==> config.mk <==
export PLATFORM = sky130hd
export DESIGN_NAME = lazy_expiry_raster_cache
export DESIGN_NICKNAME = d
export VERILOG_FILES = /design/src/rtl/lerc_pkg.sv /design/src/rtl/lazy_expiry_raster_cache.sv /design/src/rtl/lerc_ram.sv /design/src/rtl/lerc_scan.sv
export SDC_FILE = /design/constraint.sdc
export NUM_CORES = 1
export LEC_CHECK = 0
export BUFFER_PORTS_ARGS = -buffer_cell sky130_fd_sc_hd__buf_4
export CORE_MARGIN = 2
export CORE_UTILIZATION = 60
export CTS_CLUSTER_SIZE = 25
export DETAILED_ROUTE_END_ITERATION = 8
export PLACE_DENSITY = 0.77
export SYNTH_ARGS = -nofsm -noshare
export SYNTH_HDL_FRONTEND = slang
export SYNTH_SLANG_ARGS = --single-unit
==> constraint.sdc <==
create_clock -name i_clk -period 12.99 [get_ports i_clk]
set_input_delay 2.598 -clock i_clk [delete_from_list [all_inputs] [get_ports i_clk]]
set_output_delay 2.598 -clock i_clk [all_outputs]
set_load 0.02 [all_outputs]
==> src/rtl/lerc_pkg.sv <==
`timescale 1ns / 1ps
`default_nettype none

package lerc_pkg;

    localparam int ENTRIES_DEF = 32;
    localparam int SLOT_W      = 6;
    localparam int LIFE_W      = 2;
    localparam int RASTER_W    = 7;
    localparam int SPRITE_W    = 8;
    localparam int DATA_W      = LIFE_W + RASTER_W + SPRITE_W;
    localparam int SIZE_W      = 6;
    localparam int STRIDE_W    = 16;
    localparam int OFFSET_W    = 21;
    localparam int CFG_IDX_W   = 1;
    localparam int CFG_DATA_W  = 16;

    localparam logic [SIZE_W-1:0]    CACHE_SIZE_RST = 6'd18;
    localparam logic [STRIDE_W-1:0]  STRIDE_RST     = 16'd0;
    localparam logic [LIFE_W-1:0]    LIFE_FRESH     = 2'd2;
    localparam logic [LIFE_W-1:0]    LIFE_DEAD      = 2'd0;

    localparam logic [CFG_IDX_W-1:0] CFG_CACHE_SIZE = 1'd0;
    localparam logic [CFG_IDX_W-1:0] CFG_MAX_RASTER = 1'd1;

    localparam logic OP_LOOKUP = 1'b0;
    localparam logic OP_TICK   = 1'b1;

    typedef enum logic [1:0] {
        ST_HIT  = 2'd0,
        ST_FILL = 2'd1,
        ST_FULL = 2'd2,
        ST_TICK = 2'd3
    } t_status;

    typedef enum logic {
        S_IDLE = 1'b0,
        S_SCAN = 1'b1
    } t_state;

    typedef struct packed {
        logic               fire;
        t_status            status;
        logic [SLOT_W-1:0]  slot;
    } t_res;

endpackage

`default_nettype wire

==> src/rtl/lazy_expiry_raster_cache.sv <==
`timescale 1ns / 1ps
`default_nettype none

// Channel   Direction  Handshake                  Beat
// command   in         start && !busy             i_op, i_raster_id, i_sprite_id
// result    out        o_done, one cycle          o_status, o_slot, o_buffer_offset
// config    in         i_cfg_we                   i_cfg_idx, i_cfg_data
//
// A tick or a missing lookup scans all n entries before o_done, n being
// cache_size capped at ENTRIES; a hit on slot k ends the scan at slot k. With n zero the
// result follows in the next cycle, with no scan.
// The entry RAM has one read port, so the scan covers one entry per cycle.
// busy drops on the cycle o_done rises; a new command may be taken in that cycle.
// Reset marks all entries dead through per-entry valid bits, with no clearing pass.
// The receiver cannot stall; each result beat is shown for exactly one cycle.

module lazy_expiry_raster_cache
    import lerc_pkg::*;
#(
    parameter int ENTRIES = ENTRIES_DEF
) (
    input  wire logic                  i_clk,
    input  wire logic                  i_rst_n,
    input  wire logic                  start,
    output logic                       busy,
    input  wire logic                  i_op,
    input  wire logic [RASTER_W-1:0]   i_raster_id,
    input  wire logic [SPRITE_W-1:0]   i_sprite_id,
    input  wire logic                  i_cfg_we,
    input  wire logic [CFG_IDX_W-1:0]  i_cfg_idx,
    input  wire logic [CFG_DATA_W-1:0] i_cfg_data,
    output logic                       o_done,
    output logic      [1:0]            o_status,
    output logic      [4:0]            o_slot,
    output logic      [OFFSET_W-1:0]   o_buffer_offset
);

    localparam int IW = (ENTRIES > 1) ? $clog2(ENTRIES) : 1;

    logic [SIZE_W-1:0]   r_cache_size;
    logic [STRIDE_W-1:0] r_max_raster;
    logic                r_done;
    t_status             r_status;
    logic [4:0]          r_slot;
    logic [OFFSET_W-1:0] r_offset;

    t_res                w_res;
    logic [SLOT_W+STRIDE_W-1:0] w_prod;

    logic                w_we;
    logic [IW-1:0]       w_waddr;
    logic [DATA_W-1:0]   w_wdata;
    logic                w_re;
    logic [IW-1:0]       w_raddr;
    logic [DATA_W-1:0]   w_rdata;

    lerc_scan #(
        .ENTRIES (ENTRIES)
    ) u_scan (
        .i_clk        (i_clk),
        .i_rst_n      (i_rst_n),
        .i_start      (start),
        .i_op         (i_op),
        .i_raster_id  (i_raster_id),
        .i_sprite_id  (i_sprite_id),
        .i_cache_size (r_cache_size),
        .o_busy       (busy),
        .o_res        (w_res),
        .o_ram_we     (w_we),
        .o_ram_waddr  (w_waddr),
        .o_ram_wdata  (w_wdata),
        .o_ram_re     (w_re),
        .o_ram_raddr  (w_raddr),
        .i_ram_rdata  (w_rdata)
    );

    lerc_ram #(
        .W (DATA_W),
        .D (ENTRIES)
    ) u_ram (
        .i_clk   (i_clk),
        .i_we    (w_we),
        .i_waddr (w_waddr),
        .i_wdata (w_wdata),
        .i_re    (w_re),
        .i_raddr (w_raddr),
        .o_rdata (w_rdata)
    );

    assign w_prod = (SLOT_W+STRIDE_W)'(w_res.slot) * (SLOT_W+STRIDE_W)'(r_max_raster);

    always_ff @(posedge i_clk) begin
        if (!i_rst_n) begin
            r_cache_size <= CACHE_SIZE_RST;
            r_max_raster <= STRIDE_RST;
            r_done       <= 1'b0;
        end else begin
            r_done <= w_res.fire;
            if (i_cfg_we) begin
                case (i_cfg_idx)
                    CFG_CACHE_SIZE: r_cache_size <= i_cfg_data[SIZE_W-1:0];
                    CFG_MAX_RASTER: r_max_raster <= i_cfg_data[STRIDE_W-1:0];
                    default: ;
                endcase
            end
        end
    end

    always_ff @(posedge i_clk) begin
        if (w_res.fire) begin
            r_status <= w_res.status;
            r_slot   <= 5'(w_res.slot);
            r_offset <= w_prod[OFFSET_W-1:0];
        end
    end

    assign o_done          = r_done;
    assign o_status        = r_status;
    assign o_slot          = r_slot;
    assign o_buffer_offset = r_offset;

endmodule

`default_nettype wire

==> src/rtl/lerc_ram.sv <==
`timescale 1ns / 1ps
`default_nettype none

module lerc_ram #(
    parameter  int W  = 8,
    parameter  int D  = 32,
    localparam int AW = (D > 1) ? $clog2(D) : 1
) (
    input  wire logic          i_clk,
    input  wire logic          i_we,
    input  wire logic [AW-1:0] i_waddr,
    input  wire logic [W-1:0]  i_wdata,
    input  wire logic          i_re,
    input  wire logic [AW-1:0] i_raddr,
    output logic      [W-1:0]  o_rdata
);

    logic [W-1:0] r_mem [D];

    always_ff @(posedge i_clk) begin
        if (i_we) begin
            r_mem[i_waddr] <= i_wdata;
        end
        if (i_re) begin
            o_rdata <= r_mem[i_raddr];
        end
    end

endmodule

`default_nettype wire

==> src/rtl/lerc_scan.sv <==
`timescale 1ns / 1ps
`default_nettype none

module lerc_scan
    import lerc_pkg::*;
#(
    parameter  int ENTRIES = ENTRIES_DEF,
    localparam int IW      = (ENTRIES > 1) ? $clog2(ENTRIES) : 1,
    localparam int CW      = $clog2(ENTRIES + 1)
) (
    input  wire logic                i_clk,
    input  wire logic                i_rst_n,
    input  wire logic                i_start,
    input  wire logic                i_op,
    input  wire logic [RASTER_W-1:0] i_raster_id,
    input  wire logic [SPRITE_W-1:0] i_sprite_id,
    input  wire logic [SIZE_W-1:0]   i_cache_size,
    output logic                     o_busy,
    output t_res                     o_res,
    output logic                     o_ram_we,
    output logic      [IW-1:0]       o_ram_waddr,
    output logic      [DATA_W-1:0]   o_ram_wdata,
    output logic                     o_ram_re,
    output logic      [IW-1:0]       o_ram_raddr,
    input  wire logic [DATA_W-1:0]   i_ram_rdata
);

    localparam logic [6:0] ENT7 = 7'(ENTRIES);

    t_state              r_state, n_state;
    logic                r_op, n_op;
    logic [RASTER_W-1:0] r_rid, n_rid;
    logic [SPRITE_W-1:0] r_sid, n_sid;
    logic [CW-1:0]       r_n, n_n;
    logic [CW-1:0]       r_idx, n_idx;
    logic                r_pend, n_pend;
    logic [IW-1:0]       r_pidx, n_pidx;
    logic                r_have_free, n_have_free;
    logic [IW-1:0]       r_free, n_free;
    logic                r_rd_vld;
    logic [ENTRIES-1:0]  r_vld;

    logic [6:0]          w_n7;
    logic [LIFE_W-1:0]   w_life;
    logic                w_live;
    logic                w_match;
    logic                w_last;
    logic [IW-1:0]       w_free_slot;

    assign w_n7    = ({1'b0, i_cache_size} > ENT7) ? ENT7 : {1'b0, i_cache_size};
    assign w_life  = r_rd_vld ? i_ram_rdata[DATA_W-1 -: LIFE_W] : LIFE_DEAD;
    assign w_live  = (w_life != LIFE_DEAD);
    assign w_match = w_live
                   && (i_ram_rdata[SPRITE_W +: RASTER_W] == r_rid)
                   && (i_ram_rdata[SPRITE_W-1:0] == r_sid);
    assign w_last  = (CW'(r_pidx) == (r_n - CW'(1)));
    assign w_free_slot = r_have_free ? r_free : r_pidx;
    assign o_busy  = (r_state != S_IDLE);

    always_ff @(posedge i_clk) begin
        if (!i_rst_n) begin
            r_state  <= S_IDLE;
            r_pend   <= 1'b0;
            r_vld    <= '0;
        end else begin
            r_state  <= n_state;
            r_pend   <= n_pend;
            if (o_ram_we) begin
                r_vld[o_ram_waddr] <= 1'b1;
            end
        end
    end

    always_ff @(posedge i_clk) begin
        r_op        <= n_op;
        r_rid       <= n_rid;
        r_sid       <= n_sid;
        r_n         <= n_n;
        r_idx       <= n_idx;
        r_pidx      <= n_pidx;
        r_have_free <= n_have_free;
        r_free      <= n_free;
        if (o_ram_re) begin
            r_rd_vld <= r_vld[o_ram_raddr];
        end
    end

    always_comb begin
        n_state     = r_state;
        n_op        = r_op;
        n_rid       = r_rid;
        n_sid       = r_sid;
        n_n         = r_n;
        n_idx       = r_idx;
        n_pend      = r_pend;
        n_pidx      = r_pidx;
        n_have_free = r_have_free;
        n_free      = r_free;
        o_res       = '0;
        o_ram_we    = 1'b0;
        o_ram_waddr = r_pidx;
        o_ram_wdata = {LIFE_FRESH, r_rid, r_sid};
        o_ram_re    = 1'b0;
        o_ram_raddr = r_idx[IW-1:0];

        case (r_state)
            S_IDLE: begin
                n_pend = 1'b0;
                if (i_start) begin
                    n_op        = i_op;
                    n_rid       = i_raster_id;
                    n_sid       = i_sprite_id;
                    n_n         = CW'(w_n7);
                    n_idx       = '0;
                    n_have_free = 1'b0;
                    if (w_n7 == 7'd0) begin
                        o_res.fire   = 1'b1;
                        o_res.status = (i_op == OP_TICK) ? ST_TICK : ST_FULL;
                    end else begin
                        n_state = S_SCAN;
                    end
                end
            end
            S_SCAN: begin
                if (r_idx < r_n) begin
                    o_ram_re = 1'b1;
                    n_idx    = r_idx + CW'(1);
                    n_pend   = 1'b1;
                    n_pidx   = r_idx[IW-1:0];
                end else begin
                    n_pend   = 1'b0;
                end
                if (r_pend) begin
                    if (r_op == OP_TICK) begin
                        if (w_live) begin
                            o_ram_we    = 1'b1;
                            o_ram_wdata = {w_life - LIFE_W'(1),
                                           i_ram_rdata[DATA_W-LIFE_W-1:0]};
                        end
                        if (w_last) begin
                            o_res.fire   = 1'b1;
                            o_res.status = ST_TICK;
                            n_state      = S_IDLE;
                            n_pend       = 1'b0;
                        end
                    end else if (w_match) begin
                        o_ram_we     = 1'b1;
                        o_res.fire   = 1'b1;
                        o_res.status = ST_HIT;
                        o_res.slot   = SLOT_W'(r_pidx);
                        n_state      = S_IDLE;
                        n_pend       = 1'b0;
                    end else begin
                        if (!w_live && !r_have_free) begin
                            n_have_free = 1'b1;
                            n_free      = r_pidx;
                        end
                        if (w_last) begin
                            o_res.fire = 1'b1;
                            n_state    = S_IDLE;
                            n_pend     = 1'b0;
                            if (r_have_free || !w_live) begin
                                o_ram_we     = 1'b1;
                                o_ram_waddr  = w_free_slot;
                                o_res.status = ST_FILL;
                                o_res.slot   = SLOT_W'(w_free_slot);
                            end else begin
                                o_res.status = ST_FULL;
                            end
                        end
                    end
                end
            end
            default: begin
                n_state = S_IDLE;
                n_pend  = 1'b0;
            end
        endcase
    end

endmodule

`default_nettype wire

After elaboration in Yosys (flattened, before gate mapping)
Memory sizes are Yosys's and may differ from the RTL's. A register that Yosys moved wholly into a read port is not among the register bits. Index checks and enable logic that the tools add are counted.

Register bits: 125. Memory bits (writable): 544. Input bits: 37. Output and inout bits: 30. Memories kept: 1.

Add/subtract/negate cells: 3. Multipliers: 1. Magnitude comparators: 5. Equality and inequality tests: 9. Mux-type cells: 62. Bitwise logic cells: 5. Reductions and logical operators: 16.

Memory list: u_ram.r_mem (depth 32, bits a word 17, rd ports 1, clocked after Yosys merged registers in 1, wr ports 1, RTL line lerc_ram.sv:18) `logic [W-1:0] r_mem [D];`.

Operators with widths (number): $mux 17 (4); $mux 5 (8); $or 32x32->32 (1); $mux 6 (5); $mux 1 (29); $mux 9 (3); $mul 6x16->21 (1); $lt 5x6->1 const B (2); $mux 3 (4); $ne 2x2->1 const B (6); $pmux 6 s2 (1); $reduce_and 2->1 (5); $reduce_and 5->1 (2); $eq 8x8->1 (1); $eq 7x7->1 (1); $logic_not 7->1 (1); $add 6x1->6 const B (1); $eq 5x6->1 (1); $gt 6x6->1 const B (1); $lt 6x6->1 (1); $pmux 1 s2 (3); $pmux 3 s2 (1); $sub 6x1->6 const B (1); $bmux 1 s5 (1); 9 further kinds (17).

Depth between registers and ports, before layout
Depth after elaboration: 15. Depth in mapped cells: 25.

Cells and area by module
From an unflattened synthesis, not the netlist that was laid out.

Cell total of the unflattened synthesis: 2059. Area total of the unflattened synthesis: 30655.7 µm².

By module, submodules not included: lerc_ram (instances 1, cells an instance 1212, area each 21907.3 µm², sequential area each 16846.2 µm²); lazy_expiry_raster_cache (instances 1, cells an instance 482, area each 4683.2 µm², sequential area each 1301.2 µm²); lerc_scan (instances 1, cells an instance 365, area each 4065.1 µm², sequential area each 1881.8 µm²).

Worst setup path before layout
Ideal clock, no wire load.

Path kind: reg-to-reg. From: register u_scan.r_n[0]. To: register r_offset[19], in the netlist o_buffer_offset[19], data pin. Library setup time: 258 ps. Arrival: 5388 ps. Data required time: 12732 ps. Setup slack: 7345 ps. Stages on the path, launching flop included: 26. Buffers on the path: 1. Cell sequence: edfxtp_1 inv_1 ha_1 and2_1 o21a_1 o31ai_2 nand3_2 nor2_1 a22oi_1 nor2_1 buf_2 and2_1 fa_1 fa_1 inv_1 fa_1 inv_1 ha_1 o21a_1 o31a_1 o211ai_1 a21oi_1 nor3_1 o311ai_0 a21oi_1 xnor2_1.

RTL lines: start, declared (RTL line lerc_scan.sv:34) `logic [CW-1:0] r_n, n_n;`; start signal, assigned (RTL line lerc_scan.sv:78) `r_n <= n_n;`; end signal, assigned (RTL line lazy_expiry_raster_cache.sv:113) `r_offset <= w_prod[OFFSET_W-1:0];`; end, declared (RTL line lazy_expiry_raster_cache.sv:45) `logic [OFFSET_W-1:0] r_offset;`.

Worst setup path in the final report
From: register u_scan.r_rid[5]. To: register r_offset[19], in the netlist o_buffer_offset[19], data pin.

Longest elaborated chain between the ends: 8.

RTL lines: start, declared (RTL line lerc_scan.sv:32) `logic [RASTER_W-1:0] r_rid, n_rid;`; start signal, assigned (RTL line lerc_scan.sv:76) `r_rid <= n_rid;`; $eq 7x7->1 (RTL line lerc_scan.sv:54) `&& (i_ram_rdata[SPRITE_W +: RASTER_W] == r_rid)`; $logic_and 1x1->1 (RTL line lerc_scan.sv:54); $logic_and 1x1->1 (RTL line lerc_scan.sv:55) `&& (i_ram_rdata[SPRITE_W-1:0] == r_sid);`; $mux 9 (RTL line lerc_scan.sv:146) `end else if (w_match) begin`; $mux 6 (RTL line lerc_scan.sv:134) `if (r_op == OP_TICK) begin`; $mux 9 (RTL line lerc_scan.sv:133) `if (r_pend) begin`; $mux 6 (RTL line lerc_scan.sv:106) `case (r_state)`; $mul 6x16->21 (RTL line lazy_expiry_raster_cache.sv:90) `assign w_prod = (SLOT_W+STRIDE_W)'(w_res.slot) * (SLOT_W+STRIDE_W)'(r_max_raster);`; net w_prod[19] (RTL line lazy_expiry_raster_cache.sv:48) `logic [SLOT_W+STRIDE_W-1:0] w_prod;`.

The timed path passes the listed nets, and every way through them passes these cells. A chain may end at the register's enable or synchronous reset.

==> results by group <==
Run status
  • Status: complete, no violations

Layout
  • Share of cells above drive strength 1: 0.270
  • Non-filler instance count after layout: ~2400
  • Post-route core utilization: 0.680
  • Final nets: between 1500 and 2000
  • # diodes: 0
  • Fill count: between 3000 and 4000
  • Syn-to-layout area delta: 12.2%

Timing
  • Final setup skew: approximately 0.045 ns
  • RSZ-0062 raised after global routing: false
  • Tightest Pin Transition: approximately 1.2 ns
  • Worst rel slew slack: 0.208
  • Finish-stage setup viols: 0
  • Tmin final: 6.80 ns
  • Setup TNS: 0 ns
  • Slew Viols, Final: 0
  • Period utilization: 0.523
  • Maximum clock rate: between 100 and 150 MHz
  • Worst Slack Setup Final: between 6 and 7 ns
  • Final hold vios: 0

Detailed routing
  • Via count: 15200
  • Routed vias/inst: 6.20
  • Final wirelength: between 60000 and 70000 um
  • DRC: 0
  • Pre-antenna DRT Iters: 5
  • DRT antenna net count: 0
  • DR iter-0 viols: around 1400
  • Routed WL per cell: 25.9 um

Clock tree
  • CTS Buf Count: 70
  • Total setup buffers inserted after CTS: 0
  • Worst skew pair latency: approximately 0.62 ns
  • CTS tree: yes
  • Htree depth: 3
  • TritonCTS Sinks: roughly 700
  • CTS-repair resized insts: 0
  • Hold_buf cts: 0
  • Clock transition at the registers of the reported paths: 0.06 ns
  • Root Buffer: clkbuf_16
  • Longest Clk Path Bufs: 3

Setup path
  • CP Launch Type: flip-flop
  • Kind of end point of the critical path: flip-flop
  • Max incr delay on CP: roughly 0.74 ns
  • CP startpoint: u_scan.r_rid[5]
  • Crit path DAT: around 7.1 ns
  • Data required, critical path: approximately 13 ns
  • Crit Path Category: reg -> reg
  • Worst r2r src: u_scan.r_rid[5]
  • Worst Path Max Fanout: 17
  • Crit-path cells: xor2_1 > nor4_1 > nand4_1 > o21ai_2 > a22oi_1 > nor2_1 > and2_1 > fa_1 > inv_1 > fa_1 > fa_1 > inv_1 > ha_1 > nor2b_1 > o31a_1 > o211ai_1 > a21oi_1 > nor3_1 > o311ai_0 > a21oi_1 > xnor2_1
  • Critical path's slowest cell: nor2_1
  • Cell repeated most along the worst path: fa_1

Logic synthesis
  • Synth Instances: between 1500 and 2000
  • Mapped cell area: just under 0.03 mm^2
  • Number of synthesized register bits: between 600 and 700
  • Post-synth ARST share: 0
  • Register area share after synthesis: 0.678
  • Yosys warns: 0
  • Post-synthesis average cell area: about 18 um^2
  • Number of synthesized flops with an enable pin: about 630
  • Syn nets: between 1500 and 2000
  • Post-synth top flop: edfxtp_1
  • Synth cell types: 62

Power and ir drop
  • Design Power: 4.76 mW
  • PwrDens: roughly 140 mW/mm^2
  • Leakage: 11.3 nW
  • Sequential Power Share: 0.516
  • Sw Ratio: 0.219
  • Peak VDD IR: between 0.1 and 0.15 mV
  • Combinational Power Share: 0.079
  • Power Internal: between 3 and 4 mW
  • Clk pwr share: 0.406
  • Net Switching: approximately 1.0 mW

Global route
  • Vias in the first global route: 15400
  • Grt total ovfl: 0
  • GRT Resource Usage Total: 0.259
  • Largest net degree at the start of global routing: ~150
  • Antenna violations before repair: 0
  • First-pass GRT wire length: ~96000 um

Flow run
  • Number of max-cap violations: 0

Worst hold path
  • Worst Hold Class: reg -> reg
  • Min-Delay Startpoint: u_scan.r_vld[0]

Placement
  • Final GP Congestion: roughly 0.80
  • Post-DP HPWL: roughly 35000 um
  • Inst Count DP: ~2300
  • I/O Buffers: between 60 and 70
  • Dpl ws: approximately 6.3 ns

Die
  • Ports: 67
  • Vert. Die Dim: roughly 230 um
  • Rows: 81
  • Starting Density: 0.606
  • Core area: just under 0.05 mm^2
  • Die ar.: 0.0510 mm^2
  • Die width: roughly 230 um
==> cells in the mapped netlist, types with 3 or more instances <==
| library cell | instances | share of area |
|---|---|---|
| a21boi_0 | 16 | 0.0041 |
| a21oi_1 | 16 | 0.0027 |
| a22oi_1 | 5 | 0.0013 |
| and2_1 | 88 | 0.019 |
| and3_1 | 5 | 0.0011 |
| and3b_1 | 4 | 0.0012 |
| buf_1 | 11 | 0.0014 |
| buf_2 | 12 | 0.0020 |
| buf_6 | 6 | 0.0023 |
| clkbuf_1 | 43 | 0.0055 |
| dfxtp_1 | 57 | 0.039 |
| edfxtp_1 | 629 | 0.64 |
| fa_1 | 43 | 0.029 |
| ha_1 | 49 | 0.021 |
| inv_1 | 84 | 0.011 |
| mux2_2 | 35 | 0.013 |
| mux2i_1 | 12 | 0.0041 |
| mux4_2 | 180 | 0.14 |
| nand2_1 | 81 | 0.010 |
| nand2b_1 | 8 | 0.0017 |
| nand2b_4 | 6 | 0.0028 |
| nand3_1 | 11 | 0.0019 |
| nand4_1 | 4 | 0.00085 |
| nor2_1 | 55 | 0.0070 |
| nor2b_1 | 15 | 0.0032 |
| nor3_1 | 7 | 0.0012 |
| nor3b_1 | 9 | 0.0023 |
| nor4_1 | 5 | 0.0011 |
| o21a_1 | 3 | 0.00076 |
| o21ai_0 | 14 | 0.0024 |
| o21ai_1 | 21 | 0.0036 |
| o21ai_2 | 9 | 0.0027 |
| o21ai_4 | 4 | 0.0022 |
| or2_2 | 5 | 0.0011 |
| xnor2_1 | 19 | 0.0056 |
| xor2_1 | 20 | 0.0059 |
==> per-layer routing <==
| layer | global-route usage | vias up | share of wire |
|---|---|---|---|
| met5 | 0 | - | 0 |
| met4 | 0.0848 | 0 | 0.030 |
| met2 | 0.428 | 634 | 0.51 |
| li1 | - | 6482 | - |
| met3 | 0.0462 | 129 | 0.064 |
| met1 | 0.356 | 7907 | 0.40 |
==> power groups by stage <==
| stage | Combinational [mW] | Sequential [mW] | Clock, mW |
|---|---|---|---|
| final | 0.375 | 2.46 | 1.93 |
| after detailed placement | 0.373 | 2.50 | 0 |
| after global routing | 0.400 | 2.46 | 2.04 |
| after floorplan | 0.273 | 2.49 | 0 |
| after CTS | 0.381 | 2.46 | 1.96 |
| after global placement | 0.369 | 2.50 | 0 |
==> area by class of cell <==
type | count | area (um^2) | area share
clock buffers | 91 | 1920 | 0.0578
clock inverters | 32 | 290 | 0.00876
inverters | 84 | 315 | 0.00951
multi-input cells | 780 | 8930 | 0.269
flip-flops and latches | 686 | 20000 | 0.604
well taps | 664 | 831 | 0.0251
repair buffers | 108 | 836 | 0.0252
==> worst paths after layout <==
path / end / slack [ns] / cells after the start
setup reg to reg: o_buffer_offset[19] / 6.19 / 21
hold reg to reg: u_scan.r_vld[0] / 0.45 / 2
hold / removal: u_scan.r_vld[0] / 0.45 / 2
setup / recovery: o_buffer_offset[19] / 6.19 / 21
==> through the flow <==
stage	cell area [um^2]	hold WS (ns)
2_1_floorplan	29500	0.420
3_3_place_gp	30900	0.428
3_5_place_dp	30900	0.438
4_1_cts	33200	0.446
5_1_grt	33200	0.470
6_report	33200	0.445
==> placed cells by master (no fill, tap or decap), types with 4 or more instances in the layout <==
master and count:
clkinv_2 6, nand3_1 11, mux4_2 180, o21ai_4 4, mux2_2 35, nor2_2 32, and2_1 88, and3b_1 4
mux2i_1 12, buf_4 106, nor3_1 7, nand2b_1 8, inv_1 84, edfxtp_1 629, ha_1 49, nor3b_1 9
nor2b_1 15, or2_2 5, clkinv_1 16, o21ai_1 21, nand4_1 4, a22oi_1 5, and3_1 5, nand2_1 81
o21ai_2 9, a21oi_1 16, o21ai_0 14, a21boi_0 16, xor2_1 20, nor2_1 23, nor4_1 5, dfxtp_1 57
nand2b_4 6, fa_1 43, clkbuf_16 74, clkbuf_1 17, xnor2_1 19
==> flip-flops by register name, indices dropped and copies added, names as in the netlist, 6 cells and up <==
name / count
o_buffer_offset: 21
u_ram.o_rdata: 17
u_scan.r_sid: 8
u_scan.r_rid: 7
u_scan.r_idx: 6
u_scan.r_n: 6
u_scan.r_vld: 32
r_cache_size: 6
r_max_raster: 16
u_ram.r_mem: 544
==> critical path: cells and delay by family, from the launching register on <==
kind | cells | cell delay [ns]
AOI/OAI and AO/OA | 7 | 1.49
xor gates and xnor gates | 2 | 0.29
DFF | 1 | 0.44
adders and majority gates | 4 | 1.61
buffers and inverters | 2 | 0.14
and+or+nand+nor | 6 | 2.55
==> cell families (layout without fill, tap and decap cells) <==
kind of cell	Yosys count	in the layout	share of synthesized area
DFF	686	686	0.678
and+or+nand+nor	314	314	0.0577
muxes	227	227	0.155
buffers and inverters	158	315	0.0224
AOI/OAI and AO/OA	107	107	0.0252
adders and majority gates	92	92	0.0499
xor gates and xnor gates	40	40	0.0121
No activity file was read; power rests on OpenSTA's default activity.
